[src/rtl/gbm_path_step_antithetic_macros.svh]
// ----------------------------------------------------------------------------
// gbm_path_step_antithetic_macros
// Assertion helpers for the assertions of the top-level module.
// ----------------------------------------------------------------------------
`ifndef GBM_PATH_STEP_ANTITHETIC_MACROS_SVH
`define GBM_PATH_STEP_ANTITHETIC_MACROS_SVH

// Same-cycle implication, idle during reset.
`define GBMPS_ASSERT_NOW(label, clk, rst, ante, cons) \
  label: assert property (@(posedge clk) disable iff (rst) (ante) |-> (cons)) \
    else $error("assertion failed");

// Next-cycle implication, idle during reset.
`define GBMPS_ASSERT_NEXT(label, clk, rst, ante, cons) \
  label: assert property (@(posedge clk) disable iff (rst) (ante) |=> (cons)) \
    else $error("assertion failed");

`endif

[src/rtl/gbmps_pkg.sv]
// ----------------------------------------------------------------------------
// gbmps_pkg
// Shared types, constants and the exp table of the GBM path stepper.
// ----------------------------------------------------------------------------
`default_nettype none

package gbmps_pkg;

  localparam int EXP_TABLE_BITS    = 8;
  localparam int EXP_TABLE_ENTRIES = 1 << EXP_TABLE_BITS;

  localparam logic [31:0] LN2_Q32 = 32'd2977044472;

  // Range reduction: k lives in [-64, 63] after an offset of 64*ln2.
  localparam int K_BITS   = 7;
  localparam int K_OFFSET = 1 << (K_BITS - 1);
  localparam int Q_BITS   = K_BITS + EXP_TABLE_BITS;
  localparam int XW       = 38;
  localparam int UW       = XW + 1;
  localparam int D_BITS   = 32 - EXP_TABLE_BITS;

  localparam logic [UW-1:0] U_OFFSET = UW'(K_OFFSET) * UW'(LN2_Q32);

  // Divide u*N by ln2 through a reciprocal: the top 32 bits of u times
  // floor(2^63 / ln2), shifted down, give the quotient or one less.
  localparam int          UNW       = UW + EXP_TABLE_BITS;
  localparam int          RCP_SHIFT = 63 - Q_BITS;
  localparam logic [31:0] RECIP_LN2 = 32'((64'd1 << 63) / 64'(LN2_Q32));

  localparam logic [31:0] START_PRICE_RESET = 32'd65536;

  typedef enum logic [2:0] {
    REG_START_PRICE = 3'd0,
    REG_DRIFT       = 3'd1,
    REG_VOL         = 3'd2,
    REG_PATH_LENGTH = 3'd3,
    REG_MODE        = 3'd4
  } cfg_reg_t;

  typedef struct packed {
    logic [31:0]        start_price;
    logic signed [31:0] drift_per_step;
    logic [30:0]        vol_per_step;
    logic [15:0]        path_length;
    logic               antithetic_mode;
  } cfg_t;

  typedef struct packed {
    logic signed [XW-1:0] x_main;
    logic signed [XW-1:0] x_mirror;
    logic [15:0]          step_index;
    logic                 path_last;
  } cmd_t;

  typedef struct packed {
    logic [31:0] price_main;
    logic [31:0] price_mirror;
    logic [15:0] step_index;
    logic        path_last;
    logic        saturated;
  } res_t;

  typedef logic [31:0] exp_tab_t [EXP_TABLE_ENTRIES];

  // exp(j*ln2/N) in Q2.30 from a 24-term series in Q.60, rounded half up
  function automatic exp_tab_t build_exp_tab();
    exp_tab_t     tab;
    logic [127:0] s;
    logic [127:0] term;
    logic [127:0] sum;
    for (int j = 0; j < EXP_TABLE_ENTRIES; j++) begin
      s    = ((128'(j) * 128'(LN2_Q32)) >> EXP_TABLE_BITS) << 28;
      term = 128'(1) << 60;
      sum  = term;
      for (int n = 1; n <= 24; n++) begin
        term = ((term * s) >> 60) / 128'(n);
        sum  = sum + term;
      end
      tab[j] = 32'((sum + (128'(1) << 29)) >> 30);
    end
    return tab;
  endfunction

  localparam exp_tab_t EXP_TAB = build_exp_tab();

endpackage

`default_nettype wire

[src/rtl/gbmps_front.sv]
// ----------------------------------------------------------------------------
// gbmps_front
// Accepts samples, forms both log increments and tags step number and last.
// ----------------------------------------------------------------------------
`default_nettype none

module gbmps_front (
  input  logic                clk,
  input  logic                rst,
  input  logic                push,
  input  logic signed [15:0]  normal_sample,
  input  gbmps_pkg::cfg_t     cfg,
  input  logic                cmd_full,
  output logic                cmd_push,
  output gbmps_pkg::cmd_t     cmd
);
  import gbmps_pkg::*;

  logic [15:0]        step_count;
  logic [15:0]        idx;
  logic               last;
  logic signed [31:0] vol_s;
  logic signed [47:0] base;
  logic signed [47:0] noise;
  logic signed [47:0] x_up;
  logic signed [47:0] x_dn;

  assign vol_s = $signed({1'b0, cfg.vol_per_step});
  assign base  = 48'(cfg.drift_per_step) <<< 14;
  assign noise = vol_s * normal_sample;
  assign x_up  = base + noise;
  assign x_dn  = base - noise;

  assign idx  = step_count + 16'd1;
  assign last = (idx >= cfg.path_length);

  assign cmd_push       = push && !cmd_full;
  assign cmd.x_main     = XW'(x_up >>> 10);
  assign cmd.x_mirror   = XW'(x_dn >>> 10);
  assign cmd.step_index = idx;
  assign cmd.path_last  = last;

  always_ff @(posedge clk) begin
    if (rst) begin
      step_count <= 16'd0;
    end else if (cmd_push) begin
      step_count <= last ? 16'd0 : idx;
    end
  end

endmodule

`default_nettype wire

[config.mk]
export PLATFORM = sky130hd
export DESIGN_NAME = gbmps_front
export DESIGN_NICKNAME = d
export VERILOG_FILES = /design/src/rtl/gbm_path_step_antithetic_macros.svh /design/src/rtl/gbmps_pkg.sv /design/src/rtl/gbmps_front.sv
export SDC_FILE = /design/constraint.sdc
export NUM_CORES = 1
export LEC_CHECK = 0
export BUFFER_PORTS_ARGS = -buffer_cell sky130_fd_sc_hd__buf_2
export CAP_MARGIN = 25
export CORE_AREA = 2 2 203 205
export CTS_BUF_LIST = sky130_fd_sc_hd__clkbuf_8 sky130_fd_sc_hd__clkbuf_16
export DETAILED_ROUTE_END_ITERATION = 7
export DIE_AREA = 0 0 205 207
export PLACE_DENSITY = 0.7
export SYNTH_ARGS = -nofsm -noshare
export SYNTH_HDL_FRONTEND = slang
export SYNTH_SLANG_ARGS = --single-unit
[constraint.sdc]
create_clock -name clk -period 32.7 [get_ports clk]
set_clock_uncertainty 0.15 [all_clocks]
set_input_delay 6.54 -clock clk [delete_from_list [all_inputs] [get_ports clk]]
set_output_delay 6.54 -clock clk [all_outputs]
set_load 0.02 [all_outputs]
==> results of run 1 <==
==> worst max-delay path, delay by kind of cell <==
family	cells	cell delay, ps
AOI/OAI and AO/OA	15	3320
xor gates and xnor gates	2	260
adders and majority gates	8	3890
buffers and inverters	6	1580
and+or+nand+nor	4	830
==> layout by cell type (no fill, tap or decap), types with 11 or more instances in the layout <==
| master | count |
|---|---|
| a21oi_1 | 127 |
| a31oi_1 | 11 |
| inv_1 | 596 |
| nand2_1 | 351 |
| nor2b_1 | 11 |
| dfxtp_1 | 16 |
| nand4_1 | 16 |
| fa_1 | 405 |
| nand2b_1 | 30 |
| and3_1 | 16 |
| o21ai_0 | 49 |
| and2_1 | 182 |
| a21o_1 | 44 |
| o21bai_1 | 27 |
| ha_1 | 246 |
| nand3_1 | 25 |
| nor3_1 | 15 |
| nor4_1 | 16 |
| nor2_1 | 105 |
| xnor2_1 | 88 |
| xor2_1 | 36 |
| buf_2 | 192 |
==> cell usage after synthesis (36+ instances only) <==
| cell | number |
|---|---|
| fa_1 | 405 |
| a21o_1 | 44 |
| inv_1 | 596 |
| xor2_1 | 36 |
| nor2_1 | 105 |
| o21ai_0 | 49 |
| ha_1 | 246 |
| nand2_1 | 351 |
| xnor2_1 | 88 |
| and2_1 | 182 |
| clkbuf_1 | 106 |
| a21oi_1 | 127 |
==> layer usage <==
layer / up-vias / track usage, %
met5: - / 0
met4: 2 / 11.73
met3: 138 / 1.731
met2: 558 / 47.03
met1: 8982 / 32.61
li1: 8225 / -
==> kinds of logic (layout without fill, tap and decap cells) <==
group	after synthesis	in the layout	share of synthesized area, %
XOR/XNOR	124	124	5.063
AO/OA/AOI/OAI	346	346	10.62
AND/OR/NAND/NOR	793	793	17.77
multiplexers	1	1	0.05249
adder cells (fa/ha/maj)	651	651	52.14
other	0	3	0
flip-flops	16	16	1.493
buffers and inverters	715	795	12.86
==> through the flow <==
stage          util (%)  std cells
6_report          56.16       3261
4_1_cts           56.14       3258
3_5_place_dp      55.92       3254
2_1_floorplan         -       2646
5_1_grt           56.15       3260
3_3_place_gp      55.92       3254
==> area by class of cell <==
| cell class | count | area [µm²] | area share, % |
|---|---|---|---|
| Multi-Input combinational cell | 1915 | 18370 | 81.05 |
| Timing Repair Buffer | 193 | 968.4 | 4.272 |
| Inverter | 598 | 2245 | 9.902 |
| Sequential cell | 16 | 320.3 | 1.413 |
| Clock buffer | 4 | 88.84 | 0.3919 |
| Antenna cell | 3 | 7.507 | 0.03312 |
| Tap cell | 532 | 665.6 | 2.936 |
==> worst paths after layout <==
check | to | start | slack [ps]
worst max-delay path | cmd[54] | normal_sample[15] | 9560
worst min register to register | step_count[14] | step_count[14] | 360
worst max register to register | step_count[11] | step_count[2] | 28500
worst min-delay path | step_count[14] | step_count[14] | 360
==> results.yml, run 1 <==
logic_synthesis:
  synth_seq_cells: 16
  yosysTopAreaCellShare_pct: 37.80
  synth_edf_count: 0
  synthArstFlopShare_pct: 0
  yosys.cell_types.count: 77
  yosysSeqAreaShare_pct: 1.493
  avgSynthCellArea_um2: 8.107
  synth_area_leader_cell: "fa_1"
  synthFlopType: "dfxtp_1"
  synth_area_leaders: "fa_1, ha_1, inv_1"
  syn-num-nets: 3429
  synthCells: 2646
  syn_area_mm2: 0.02145
  ys_warn_count: 0
timing:
  slew_violations: 0
  tightest_slew_ps: 898.8
  slew_headroom_pct: 40.08
  rsz0062_at_grt: "false"
  final-hold-violation-count: 0
  finalCriticalPeriod_ps: 23140
  hold-worst-slack_ps: 356.7
  max_freq_mhz: 43.22
  timing.final.crit_share_pct: 70.75
  setup-tns-final_ps: 0
  setup_ws_ps: 9563
  setup_violations: 0
final_layout:
  nets: 3510
  syn_to_final_growth_pct: 5.675
  largest_register: "step_count"
  design_area_mm2: 0.02267
  largest_reg_flops: 16
  drive_gt1_share_pct: 8.327
  nFillCells: 3801
  top_regs: "step_count: 16 flops"
clocking:
  cts_max_level: 1
  clock_path_buffers: 2
  cts_tree: "built"
  clkSlewWorstSetupHoldPaths_ps: 50
  cts_setup_buffers: 0
  post_cts_resized: 0
  cts-hold-fix-buffers: 0
  clock_sinks: 16
  clk_latency_ps: 250
  root_buffer: "clkbuf_16"
  cts_buffers: 3
floorplan:
  std_cell_rows: 74
  start_util_pct: 53.14
  io_pins: 226
  dieArea_mm2: 0.04244
  core_mm2: 0.04037
  die_h_um: 207
  fp.dieW_um: 205
critical_path:
  timing.critical_path.mode_cell: "fa_1"
  worst_r2r_path_depth: 15
  crit_fanout: 19
  critical_path_arrival_ps: 16450
  critPathMaxStageDelay_ps: 770
  required_ps: 26010
  crit_type: "input pin to output port"
  critPathCaptureType: "output port"
  startpoint_type: "input pin"
  cp_slowest_cell: "clkinv_1"
routing:
  drt-met1-wl_um: 21920
  drc: 0
  vias: 17910
  wl_per_cell_um: 17.00
  viasPerCell: 5.491
  wirelength_um: 55450
  drtIter0Drc: 989
  dr_wl_met3_um: 2512
  top_layer: "met5"
  dr_wl_met2_um: 28420
  drt_first_pass_iters: 8
  drtAntennaViolNets: 0
global_route:
  grt_start_max_net_pins: 32
  grt_pass1_wl_um: 90880
  grt_pass1_vias: 18680
  grtUsageTotal_pct: 26.36
  antenna_found_initial: 3
  grt_overflow: 0
placed_design:
  post-place-ws_ps: 9758
  place_area_mm2: 0.02257
  numPortBuffers: 192
  gp_congestion: 0.9005
  dpl.hpwl_um: 44070
job:
  drv_cap: 0
outcome:
  status: "finished, final reports clean"
hold_path:
  holdPathStages: 2
  hold_path.class: "register to register"
Power of run 1 is not shown: default switching activity piles up to over one toggle a cycle in this logic, so the estimate is an artifact.
==> run 2: changes to the inputs <==
--- a/config.mk
+++ b/config.mk
@@ -11,7 +11,7 @@
 export CTS_BUF_LIST = sky130_fd_sc_hd__clkbuf_8 sky130_fd_sc_hd__clkbuf_16
 export DETAILED_ROUTE_END_ITERATION = 7
 export DIE_AREA = 0 0 205 207
-export PLACE_DENSITY = 0.7
+export PLACE_DENSITY = 0.73
 export SYNTH_ARGS = -nofsm -noshare
 export SYNTH_HDL_FRONTEND = slang
 export SYNTH_SLANG_ARGS = --single-unit
==> constraint.sdc (replaced) <==
create_clock -name clk -period 20.7 [get_ports clk]
set_clock_uncertainty 0.15 [all_clocks]
set_input_delay 4.14 -clock clk [delete_from_list [all_inputs] [get_ports clk]]
set_output_delay 4.14 -clock clk [all_outputs]
set_load 0.02 [all_outputs]
==> results.yml, run 2 (synthesis results as in run 1) <==
timing:
  hold-worst-slack_ps: 351.1
  max_freq_mhz: 54.46
  setup_violations: 0
  finalCriticalPeriod_ps: 18360
  slew_headroom_pct: 41.41
  timing.final.crit_share_pct: 88.70
  final-hold-violation-count: 0
  setup-tns-final_ps: 0
  setup_ws_ps: 2338
  slew_violations: 0
  tightest_slew_ps: 873.4
  rsz0062_at_grt: "false"
critical_path:
  critPathMaxStageDelay_ps: 840
  critical_path_arrival_ps: 14070
  critPathCaptureType: "output port"
  crit_type: "input pin to output port"
  regToRegSetupSlack_ps: 16520
  worst_r2r_path_depth: 15
  required_ps: 16410
  timing.critical_path.mode_cell: "fa_1"
  worstSetupStartpoint: "normal_sample[15]"
  crit_fanout: 19
  cp_slowest_cell: "clkinv_1"
  startpoint_type: "input pin"
  worstReg2RegEnd: "step_count[6]"
  regToRegStartpoint: "step_count[2]"
final_layout:
  design_area_mm2: 0.02267
  layout_commonest_cell: "inv_1"
  largest_register: "step_count"
  nFillCells: 3814
  most-common-layout-cells: "inv_1, fa_1, nand2_1, ha_1, buf_2"
  top_regs: "step_count: 16 flops"
  multi_input_area_mm2: 0.01837
  drive_gt1_share_pct: 8.361
  nets: 3511
  largest_reg_flops: 16
  syn_to_final_growth_pct: 5.675
  regArea_um2: 320.3
  num_antenna_cells: 0
clocking:
  root_buffer: "clkbuf_16"
  clock_path_buffers: 2
  cts_max_level: 1
  post_cts_resized: 0
  clk_latency_ps: 250
  cts_buffers: 3
  cts_setup_buffers: 0
  cts_tree: "built"
  clock_sinks: 16
  cts-hold-fix-buffers: 0
  clkSlewWorstSetupHoldPaths_ps: 50
placed_design:
  dpl.hpwl_um: 44390
  post-place-ws_ps: 2512
  numPortBuffers: 192
  gp_congestion: 0.9050
  place_area_mm2: 0.02258
routing:
  wl_per_cell_um: 17.13
  viasPerCell: 5.504
  drt_first_pass_iters: 5
  drtIter0Drc: 968
  vias: 17940
  drc: 0
  drtAntennaViolNets: 0
  wirelength_um: 55840
hold_path:
  holdPathStages: 2
  hold_path.class: "register to register"
  min_from: "step_count[2]"
  whs_endpoint: "step_count[2]"
job:
  drv_cap: 0
global_route:
  grt_overflow: 0
  grt_pass1_vias: 18760
  grt_start_max_net_pins: 32
  grtUsageTotal_pct: 26.53
  antenna_found_initial: 2
  grt_pass1_wl_um: 91290
outcome:
  status: "finished, final reports clean"
floorplan:
  start_util_pct: 53.14
  fp.dieW_um: 205
  core_mm2: 0.04037
  io_pins: 226
  std_cell_rows: 74
  dieArea_mm2: 0.04244
  die_h_um: 207
run 2: cell count changes in the layout (fill, tap and decap cells not counted):
cell     before  now
diode_2       3    0
buf_4         1    2
run 2: stage by stage:
step                instances  utilization, %
finish                   3259           56.16
global route             3259           56.16
CTS                      3259           56.16
detailed placement       3255           55.94
global placement         3255           55.94
floorplan                2646               -
run 2: worst max path at each step:
| stage | endpoint | slack (ps) | cells after the start |
|---|---|---|---|
| finish | cmd[54] | 2340 | 35 |
| global route | cmd[54] | 1790 | 35 |
| CTS | cmd[54] | 2460 | 35 |
| detailed placement | cmd[54] | 2510 | 35 |
| global placement | cmd[54] | 2650 | 35 |
| floorplan | cmd[54] | 4070 | 38 |
run 2: cell type report:
class | count | share of cell area [%]
Multi-Input combinational cell | 1915 | 81.05
Inverter | 598 | 9.902
Timing Repair Buffer | 194 | 4.305
Tap cell | 532 | 2.936
Sequential cell | 16 | 1.413
Clock buffer | 4 | 0.3919
run 2: routing by layer:
metal  share of wire, %  vias to the layer above  GRT usage, %
li1                   -                     8226             -
met1                 39                     9006         33.22
met2                 51                      569         47.71
met3                5.2                      133         1.668
met4                4.0                        4         10.10
met5              0.039                        -             0
run 2: critical path: cells and delay by family:
kind	cells	cell delay, ps
and+or+nand+nor	4	860
buffers and inverters	6	1660
AOI/OAI and AO/OA	15	3320
xor gates and xnor gates	2	250
adders and majority gates	8	3840
Power of run 2 is left out for the same reason.
