`src/rtl/gbm_path_step_antithetic_macros.svh`:
```
// ----------------------------------------------------------------------------
// gbm_path_step_antithetic_macros
// Assertion helpers for the assertions of the top-level module.
// ----------------------------------------------------------------------------
`ifndef GBM_PATH_STEP_ANTITHETIC_MACROS_SVH
`define GBM_PATH_STEP_ANTITHETIC_MACROS_SVH

// Same-cycle implication, idle during reset.
`define GBMPS_ASSERT_NOW(label, clk, rst, ante, cons) \
  label: assert property (@(posedge clk) disable iff (rst) (ante) |-> (cons)) \
    else $error("assertion failed");

// Next-cycle implication, idle during reset.
`define GBMPS_ASSERT_NEXT(label, clk, rst, ante, cons) \
  label: assert property (@(posedge clk) disable iff (rst) (ante) |=> (cons)) \
    else $error("assertion failed");

`endif

```
`src/rtl/gbmps_pkg.sv`:
```
// ----------------------------------------------------------------------------
// gbmps_pkg
// Shared types, constants and the exp table of the GBM path stepper.
// ----------------------------------------------------------------------------
`default_nettype none

package gbmps_pkg;

  localparam int EXP_TABLE_BITS    = 8;
  localparam int EXP_TABLE_ENTRIES = 1 << EXP_TABLE_BITS;

  localparam logic [31:0] LN2_Q32 = 32'd2977044472;

  // Range reduction: k lives in [-64, 63] after an offset of 64*ln2.
  localparam int K_BITS   = 7;
  localparam int K_OFFSET = 1 << (K_BITS - 1);
  localparam int Q_BITS   = K_BITS + EXP_TABLE_BITS;
  localparam int XW       = 38;
  localparam int UW       = XW + 1;
  localparam int D_BITS   = 32 - EXP_TABLE_BITS;

  localparam logic [UW-1:0] U_OFFSET = UW'(K_OFFSET) * UW'(LN2_Q32);

  // Divide u*N by ln2 through a reciprocal: the top 32 bits of u times
  // floor(2^63 / ln2), shifted down, give the quotient or one less.
  localparam int          UNW       = UW + EXP_TABLE_BITS;
  localparam int          RCP_SHIFT = 63 - Q_BITS;
  localparam logic [31:0] RECIP_LN2 = 32'((64'd1 << 63) / 64'(LN2_Q32));

  localparam logic [31:0] START_PRICE_RESET = 32'd65536;

  typedef enum logic [2:0] {
    REG_START_PRICE = 3'd0,
    REG_DRIFT       = 3'd1,
    REG_VOL         = 3'd2,
    REG_PATH_LENGTH = 3'd3,
    REG_MODE        = 3'd4
  } cfg_reg_t;

  typedef struct packed {
    logic [31:0]        start_price;
    logic signed [31:0] drift_per_step;
    logic [30:0]        vol_per_step;
    logic [15:0]        path_length;
    logic               antithetic_mode;
  } cfg_t;

  typedef struct packed {
    logic signed [XW-1:0] x_main;
    logic signed [XW-1:0] x_mirror;
    logic [15:0]          step_index;
    logic                 path_last;
  } cmd_t;

  typedef struct packed {
    logic [31:0] price_main;
    logic [31:0] price_mirror;
    logic [15:0] step_index;
    logic        path_last;
    logic        saturated;
  } res_t;

  typedef logic [31:0] exp_tab_t [EXP_TABLE_ENTRIES];

  // exp(j*ln2/N) in Q2.30 from a 24-term series in Q.60, rounded half up
  function automatic exp_tab_t build_exp_tab();
    exp_tab_t     tab;
    logic [127:0] s;
    logic [127:0] term;
    logic [127:0] sum;
    for (int j = 0; j < EXP_TABLE_ENTRIES; j++) begin
      s    = ((128'(j) * 128'(LN2_Q32)) >> EXP_TABLE_BITS) << 28;
      term = 128'(1) << 60;
      sum  = term;
      for (int n = 1; n <= 24; n++) begin
        term = ((term * s) >> 60) / 128'(n);
        sum  = sum + term;
      end
      tab[j] = 32'((sum + (128'(1) << 29)) >> 30);
    end
    return tab;
  endfunction

  localparam exp_tab_t EXP_TAB = build_exp_tab();

endpackage

`default_nettype wire

```
`src/rtl/gbmps_cmd_fifo.sv`:
```
// ----------------------------------------------------------------------------
// gbmps_cmd_fifo
// Two-word queue between the front and the back.
// ----------------------------------------------------------------------------
`default_nettype none

module gbmps_cmd_fifo (
  input  logic            clk,
  input  logic            rst,
  input  logic            wr,
  input  gbmps_pkg::cmd_t wr_data,
  input  logic            rd,
  output gbmps_pkg::cmd_t rd_data,
  output logic            full,
  output logic            empty
);
  import gbmps_pkg::*;

  cmd_t       mem [2];
  logic       wr_ptr;
  logic       rd_ptr;
  logic [1:0] count;

  assign full    = (count == 2'd2);
  assign empty   = (count == 2'd0);
  assign rd_data = mem[rd_ptr];

  always_ff @(posedge clk) begin
    if (wr) begin
      mem[wr_ptr] <= wr_data;
    end
  end

  always_ff @(posedge clk) begin
    if (rst) begin
      wr_ptr <= 1'b0;
      rd_ptr <= 1'b0;
      count  <= 2'd0;
    end else begin
      if (wr) wr_ptr <= !wr_ptr;
      if (rd) rd_ptr <= !rd_ptr;
      count <= count + 2'(wr) - 2'(rd);
    end
  end

endmodule

`default_nettype wire

```
`config.mk`:
```
export PLATFORM = sky130hd
export DESIGN_NAME = gbmps_cmd_fifo
export DESIGN_NICKNAME = d
export VERILOG_FILES = /design/src/rtl/gbm_path_step_antithetic_macros.svh /design/src/rtl/gbmps_pkg.sv /design/src/rtl/gbmps_cmd_fifo.sv
export SDC_FILE = /design/constraint.sdc
export NUM_CORES = 1
export LEC_CHECK = 0
export ABC_AREA = 1
export BUFFER_PORTS_ARGS = -buffer_cell sky130_fd_sc_hd__buf_2
export CORE_MARGIN = 2
export CORE_UTILIZATION = 29
export CTS_BUF_LIST = sky130_fd_sc_hd__clkbuf_2 sky130_fd_sc_hd__clkbuf_4 sky130_fd_sc_hd__clkbuf_8
export DETAILED_ROUTE_END_ITERATION = 8
export SYNTH_ARGS = -nofsm -noshare
export SYNTH_HDL_FRONTEND = slang
export SYNTH_SLANG_ARGS = --single-unit
```
`constraint.sdc`:
```
create_clock -name clk -period 14.45 [get_ports clk]
set_clock_uncertainty 0.2 [all_clocks]
set_input_delay 1.445 -clock clk [delete_from_list [all_inputs] [get_ports clk]]
set_output_delay 1.445 -clock clk [all_outputs]
set_load 0.01 [all_outputs]
```
==> run metrics, run 1 <==
Reg clk slew, reported paths 0.09 ns; Remaining DRCs 0; Flop pwr share 0.566; TritonCTS Sinks 191; CTS tree done; P&R area growth vs syn 23.8%; Post-CTS Hold Fix Bufs 0; Syn Inst Count 320; worst-margin pin slew 1.23 ns; Slowest-stage cell, CP dfxtp_4; Iter 0 DRT Violations 160; Adder-Cell Fraction of Synth Area 0.00347; clk root buf clkbuf_8; mux contribution to synthesized area 0.182; gr usage total 0.104; Layout Nets 622; Worst-Skew Late Latency 0.44 ns; relative slew slack 0.175; crit-path max cell delay 0.91 ns; Worst setup endpoint rd_data[17]; Comb pwr share 0.116; dpl ws 10.39 ns; Ant. Diodes 0; Reg2Reg Depth 2; vias 3,567; drt wl/cell 15.9 um; final setup TNS 0 ns; GP Congestion 0.702; layout cells sized above 1 0.597; Peak Freq 0.226 GHz; CTS max path bufs 2; Total Wirelength 13,600 um; flop-to-flop setup slack 11.79 ns; vias in the first global route 3,748; detailed placement HPWL 9090 um; post-CTS setup buffers 0; internal cell power 0.000885 W; worst path cell trace buf_4, mux2_2, buf_2; final clock period utilization by the worst path 0.306; Synth warnings 0; status finished, final reports clean; Switching Fraction 0.235; met3 wire length 911 um; Simple-Gate Fraction of Synth Area 0.00763; Post-Synth XOR/XNOR Area 0.00121; WS Path Type flip-flop to output pin; die outline area 0.0262 sq mm; Hold WC Path Type flip-flop to flip-flop; met2 wire len 6870 um; critical path peak fanout 50; library cells used by synthesis 15; Rows 57; Worst Path Required 12.81 ns; Ports 192; crit path time final 4.42 ns; Critical Path Start Type flip-flop; # setup viols final 0; die width 162 um; # H-tree levels 4; Leakage 3.45 nW; core area 0.0244 sq mm; Final ANT Viol Nets 0; starting density of the core 0.296; Synth Area in Compound Gates 0.000694; Seq/Total Area, Yosys 0.788; max-slew violations 0; clock share of power 0.318; Maximum Capacitance Violations 0; Worst R2R End mem[0][27]; post-synth net total 419; largest family of logic cells by synthesized area multiplexers; top routing layer in use met4; PortBufs 191; CTS-repair resized insts 0; GRT Residual Overflow 0; Mapped Avg Cell Area 22.5 sq um; die height 162 um; PwrDens 129 mW/mm^2; setup repair after global routing missed its margin no; Seq cells post-synth 191; M1 wire length 5610 um; Net Switching 0.000272 W; endpoints failing hold 0; TritonCTS buffer count 17; Syn Std Cell Area 0.00722 sq mm; Final Worst Setup Slack 10.03 ns; first-pass GRT wire length 20,300 um; initial antenna violation count 1; crit path DAT 2.78 ns; maximum vdd drop 0.0000560 V; Worst setup EP type output pin; drt pass-1 iters 4; R2R Path Start wr_ptr; via/cell ratio 4.15; largest net degree at the start of global routing 53
[through the flow]
step           utilization  total power (W)  area (sq um)  hold slack, ns  std cells
6_report             0.366          0.00116          8930           0.351        860
3_3_place_gp         0.349         0.000801          8520           0.299        828
2_1_floorplan            -         0.000751          7220           0.280        320
4_1_cts              0.366          0.00118          8930           0.355        860
3_5_place_dp         0.349         0.000806          8520           0.322        828
5_1_grt              0.366          0.00121          8930           0.391        860
[power groups by stage]
stage / registers (W) / clock network, W / logic (W)
global placement: 0.000667 / 0 / 0.000134
finish: 0.000655 / 0.000368 / 0.000134
detailed placement: 0.000669 / 0 / 0.000137
floorplan: 0.000662 / 0 / 0.0000895
global route: 0.000659 / 0.000407 / 0.000145
CTS: 0.000656 / 0.000384 / 0.000138
[critical path: cells and delay by family, from the launching register on]
kind     cells  cell delay (ns)
flops        1             0.91
buf+inv      2             0.90
mux          1             0.41
[sequential cells by signal, indices dropped and copies added (netlist names), named ones only]
register and cells:
wr_ptr 1, rd_ptr 1, mem 186, count 2
[final cells by class]
cell class / count / area (sq um)
Multi-Input combinational cell: 111 / 1410
Inverter: 8 / 32.5
Tap cell: 324 / 405
Sequential cell: 191 / 5690
Timing Repair Buffer: 194 / 978
Fill cell: 2333 / 15500
Clock inverter: 15 / 183
Clock buffer: 17 / 234
[cell families after synthesis]
family | Yosys count
fa+ha+maj | 2
compound gates | 1
buf+inv | 18
xor+xnor | 1
flops | 191
mux | 93
simple gates | 14
[per-layer routing]
metal,vias up,GRT usage
met5,-,0
met4,0,0.0459
met3,17,0.0391
met2,127,0.174
met1,1771,0.119
li1,1652,-
[synthesized netlist by cell type]
cell type / n / area share
edfxtp_1: 186 / 0.77
mux2_4: 70 / 0.15
mux2_2: 23 / 0.036
inv_1: 8 / 0.0042
nor2_1: 8 / 0.0042
buf_6: 7 / 0.011
dfxtp_1: 5 / 0.014
nand2_1: 4 / 0.0021
buf_2: 2 / 0.0014
ha_1: 2 / 0.0035
a21oi_1: 1 / 0.00069
buf_4: 1 / 0.0010
nand3_1: 1 / 0.00069
nor3_1: 1 / 0.00069
xnor2_1: 1 / 0.0012
[layout by cell type (no fill, tap or decap)]
master	netlist	routed
clkinv_2	0	1
nand3_1	1	1
clkbuf_8	0	17
inv_4	0	1
xnor2_1	1	1
buf_4	1	3
mux2_4	70	70
bufinv_16	0	3
mux2_2	23	23
clkinvlp_4	0	3
inv_1	8	7
inv_8	0	2
buf_2	2	191
nor2_4	0	1
clkinv_1	0	2
edfxtp_1	186	186
clkinv_4	0	2
dfxtp_1	5	4
inv_6	0	2
ha_1	2	2
nand2_1	4	4
a21oi_1	1	1
dfxtp_4	0	1
nor2_1	8	7
nor3_1	1	1
[worst min path at each step]
stage	start	endpoint	slack, ns	cells after the start
6_report	rd_ptr	flip-flop	0.35	2
5_1_grt	rd_ptr	flip-flop	0.39	2
4_1_cts	rd_ptr	flip-flop	0.35	2
3_5_place_dp	rd_ptr	flip-flop	0.32	2
3_3_place_gp	rd_ptr	rd_ptr	0.30	2
2_1_floorplan	rd_ptr	flip-flop	0.28	2
No activity file was read; power rests on OpenSTA's default activity.
==> run 2, diff against run 1 <==
--- a/config.mk
+++ b/config.mk
@@ -5,7 +5,7 @@
 export SDC_FILE = /design/constraint.sdc
 export NUM_CORES = 1
 export LEC_CHECK = 0
-export ABC_AREA = 1
+export ABC_AREA = 0
 export BUFFER_PORTS_ARGS = -buffer_cell sky130_fd_sc_hd__buf_2
 export CORE_MARGIN = 2
 export CORE_UTILIZATION = 29
==> constraint.sdc (replaced) <==
create_clock -name clk -period 4.64 [get_ports clk]
set_clock_uncertainty 0.2 [all_clocks]
set_input_delay 0.464 -clock clk [delete_from_list [all_inputs] [get_ports clk]]
set_output_delay 0.464 -clock clk [all_outputs]
set_load 0.01 [all_outputs]
==> run metrics, run 2 <==
Rows 57 (unchanged); Worst Path Required 3.98 ns (-8.83 ns); Layout Nets 707 (+14%); vias in the first global route 4,230 (+13%); Syn Std Cell Area 0.00721 sq mm (-0.10%); worst-margin pin slew 0.927 ns (-0.308 ns); Reg2Reg Depth 2 (unchanged); first-pass GRT wire length 21,600 um (+6.5%); Synth top cells by count edfxtp_1 (186), mux2_4 (70), mux2_2 (23); Syn Inst Count 310 (-3.1%); Final ANT Viol Nets 0 (unchanged); critical path peak fanout 50 (unchanged); Maximum Capacitance Violations 0 (unchanged); Synth area leaders edfxtp_1 (77%), mux2_4 (15%), mux2_2 (3.6%), dfxtp_1 (1.4%), buf_6 (1.1%); Ports 192 (unchanged); Hold WC Path Type input port to flip-flop; Total Wirelength 14,000 um (+2.9%); ys flop type edfxtp_1; Seq/Total Area, Yosys 0.789 (+0.000821); clk root buf clkbuf_8; commonest cells after routing, fill and taps aside buf_2 (191), edfxtp_1 (186), dlygate4sd3_1 (94); Final Total Pwr 0.00376 W (+220%); Remaining DRCs 0 (unchanged); final clock period utilization by the worst path 0.665; drt wl/cell 14.9 um (-6.3%); post-synth net total 409 (-2.4%); most frequent cell after synthesis edfxtp_1; Biggest register mem; Post-CTS Hold Fix Bufs 94 (+94); CP bufs+invs 2 (unchanged); commonest non-fill, non-tap cell in the layout buf_2; CTS max path bufs 2 (unchanged); TritonCTS buffer count 17 (unchanged); post-synth top area cell edfxtp_1; die outline area 0.0261 sq mm (-0.11%); crit path DAT 2.42 ns (-0.36 ns); Reg clk slew, reported paths 0.09 ns (about the same); endpoints failing hold 0 (unchanged); Mapped Avg Cell Area 23.3 sq um (+3.1%); flop-to-flop setup slack 2.33 ns (-9.46 ns); gr usage total 0.108 (+0.00411); PortBufs 191 (unchanged); PwrDens 379 mW/mm^2 (+190%); dpl ws 2.02 ns (-8.37 ns); initial antenna violation count 0 (-1); Post-synth EDFFs 186 (unchanged); crit-path max cell delay 0.94 ns (+0.03 ns); Iter 0 DRT Violations 153 (-4.4%); maximum vdd drop 0.000253 V (+350%); Worst R2R End mem[1][69]; starting density of the core 0.296 (-0.000308); WS Path Type flip-flop to output pin; status finished, final reports clean; die width 162 um (about the same); max-slew violations 0 (unchanged); R2R Path Start wr_ptr; crit-path leading delay family flip-flops; max FFs per register 186 (unchanged); Slowest-stage cell, CP dfxtp_4; CTS-repair resized insts 0 (unchanged); Worst setup endpoint rd_data[14]; Crit path depth 3 (unchanged); P&R area growth vs syn 37.4%; library cells used by synthesis 14 (-1); fill cell count 2,243 (-3.9%); Peak Freq 0.324 GHz; # setup viols final 0 (unchanged); worst path cell trace buf_12, mux2_2, buf_2; layout cells sized above 1 0.519 (-0.0785); final setup TNS 0 ns (unchanged); Synth async-reset ratio 0 (unchanged); TritonCTS Sinks 191 (unchanged); Leakage 3.86 nW (+12%); Largest regs mem x186, count x2; crit path time final 3.08 ns; Seq cells post-synth 191 (unchanged); core area 0.0244 sq mm (unchanged); Ant. Diodes 0 (unchanged); Synth warnings 0 (unchanged); via/cell ratio 4.05 (-2.3%); Worst-Skew Late Latency 0.44 ns (about the same); post-CTS setup buffers 0 (unchanged); Synth top area share 0.775 (+0.000806); Worst setup EP type output pin; GRT Residual Overflow 0 (unchanged); largest net degree at the start of global routing 57 (+7.5%); Final Worst Setup Slack 1.56 ns (-8.47 ns); Critical Path Start Type flip-flop; setup repair after global routing missed its margin no; vias 3,831 (+7.4%); # H-tree levels 4 (unchanged); GP Congestion 0.735 (+4.7%); die height 162 um (about the same); relative slew slack 0.382 (+0.207); drt pass-1 iters 4 (unchanged); detailed placement HPWL 9120 um (+0.37%); CTS tree done
[run 2: cell count changes in the layout (fill, tap and decap cells not counted), sizes merged, moves of 3 or more]
cell         before  now
nand2             4    0
clkbuf           17   20
nor2b             0    3
inv              12    6
clkinvlp          3    0
dlygate4sd3       0   94
nor2              8    5
[run 2: kinds of logic (layout without fill, tap and decap cells)]
group | Yosys count | in the layout | synth area share
buffers and inverters | 12 | 323 | 0.0144
multiplexers | 93 | 93 | 0.182
flip-flops | 191 | 191 | 0.789
AND/OR/NAND/NOR | 9 | 9 | 0.00608
adder cells (fa/ha/maj) | 2 | 2 | 0.00347
XOR/XNOR | 3 | 3 | 0.00555
[run 2: per-layer routing]
metal / global-route usage / vias up / part of all wire / wire length [um]
met3: 0.0358 / 20 / 0.052 / 734
met5: 0 / - / 0 / 0
li1: - / 1814 / - / -
met2: 0.194 / 119 / 0.52 / 7360
met4: 0.0394 / 0 / 0.017 / 237
met1: 0.119 / 1878 / 0.41 / 5720
[run 2: stage by stage]
| step | std cells | cell area (sq um) | hold slack [ns] | util |
|---|---|---|---|---|
| after detailed placement | 819 | 8530 | 0.301 | 0.350 |
| after floorplan | 310 | 7210 | 0.280 | - |
| after global routing | 945 | 9900 | 0.0770 | 0.406 |
| after CTS | 945 | 9900 | 0.0716 | 0.406 |
| final | 945 | 9900 | 0.113 | 0.406 |
| after global placement | 819 | 8530 | 0.298 | 0.350 |
[run 2: worst reg2reg max path: stages, from the launching register on]
cell and delay (ns):
dfxtp_1 0.43, and2_4 0.72, buf_4 0.59
[run 2: layout make-up]
class                           count  area (sq um)  share of cell area
Timing Repair Buffer              289          1940               0.196
Inverter                            2          7.51            0.000758
Clock inverter                     12           178              0.0179
Tap cell                          324           405              0.0409
Clock buffer                       20           256              0.0259
Sequential cell                   191          5690               0.574
Multi-Input combinational cell    107          1430               0.144
[run 2: worst min-delay path by stage]
stage	depth (start not counted)	startpoint	endpoint
3_3_place_gp	2	rd_ptr	rd_ptr
5_1_grt	3	rd	rd_ptr
2_1_floorplan	2	rd_ptr	flip-flop
4_1_cts	3	rd	rd_ptr
6_report	3	rd	flip-flop
3_5_place_dp	2	rd_ptr	flip-flop
[run 2: where the power goes]
group,switching (W),total (W),internal [W]
combinational,0.000221,0.000513,0.000291
sequential,0.0000501,0.00206,0.00201
clock,0.000573,0.00118,0.000610
total,0.000844,0.00376,0.00291
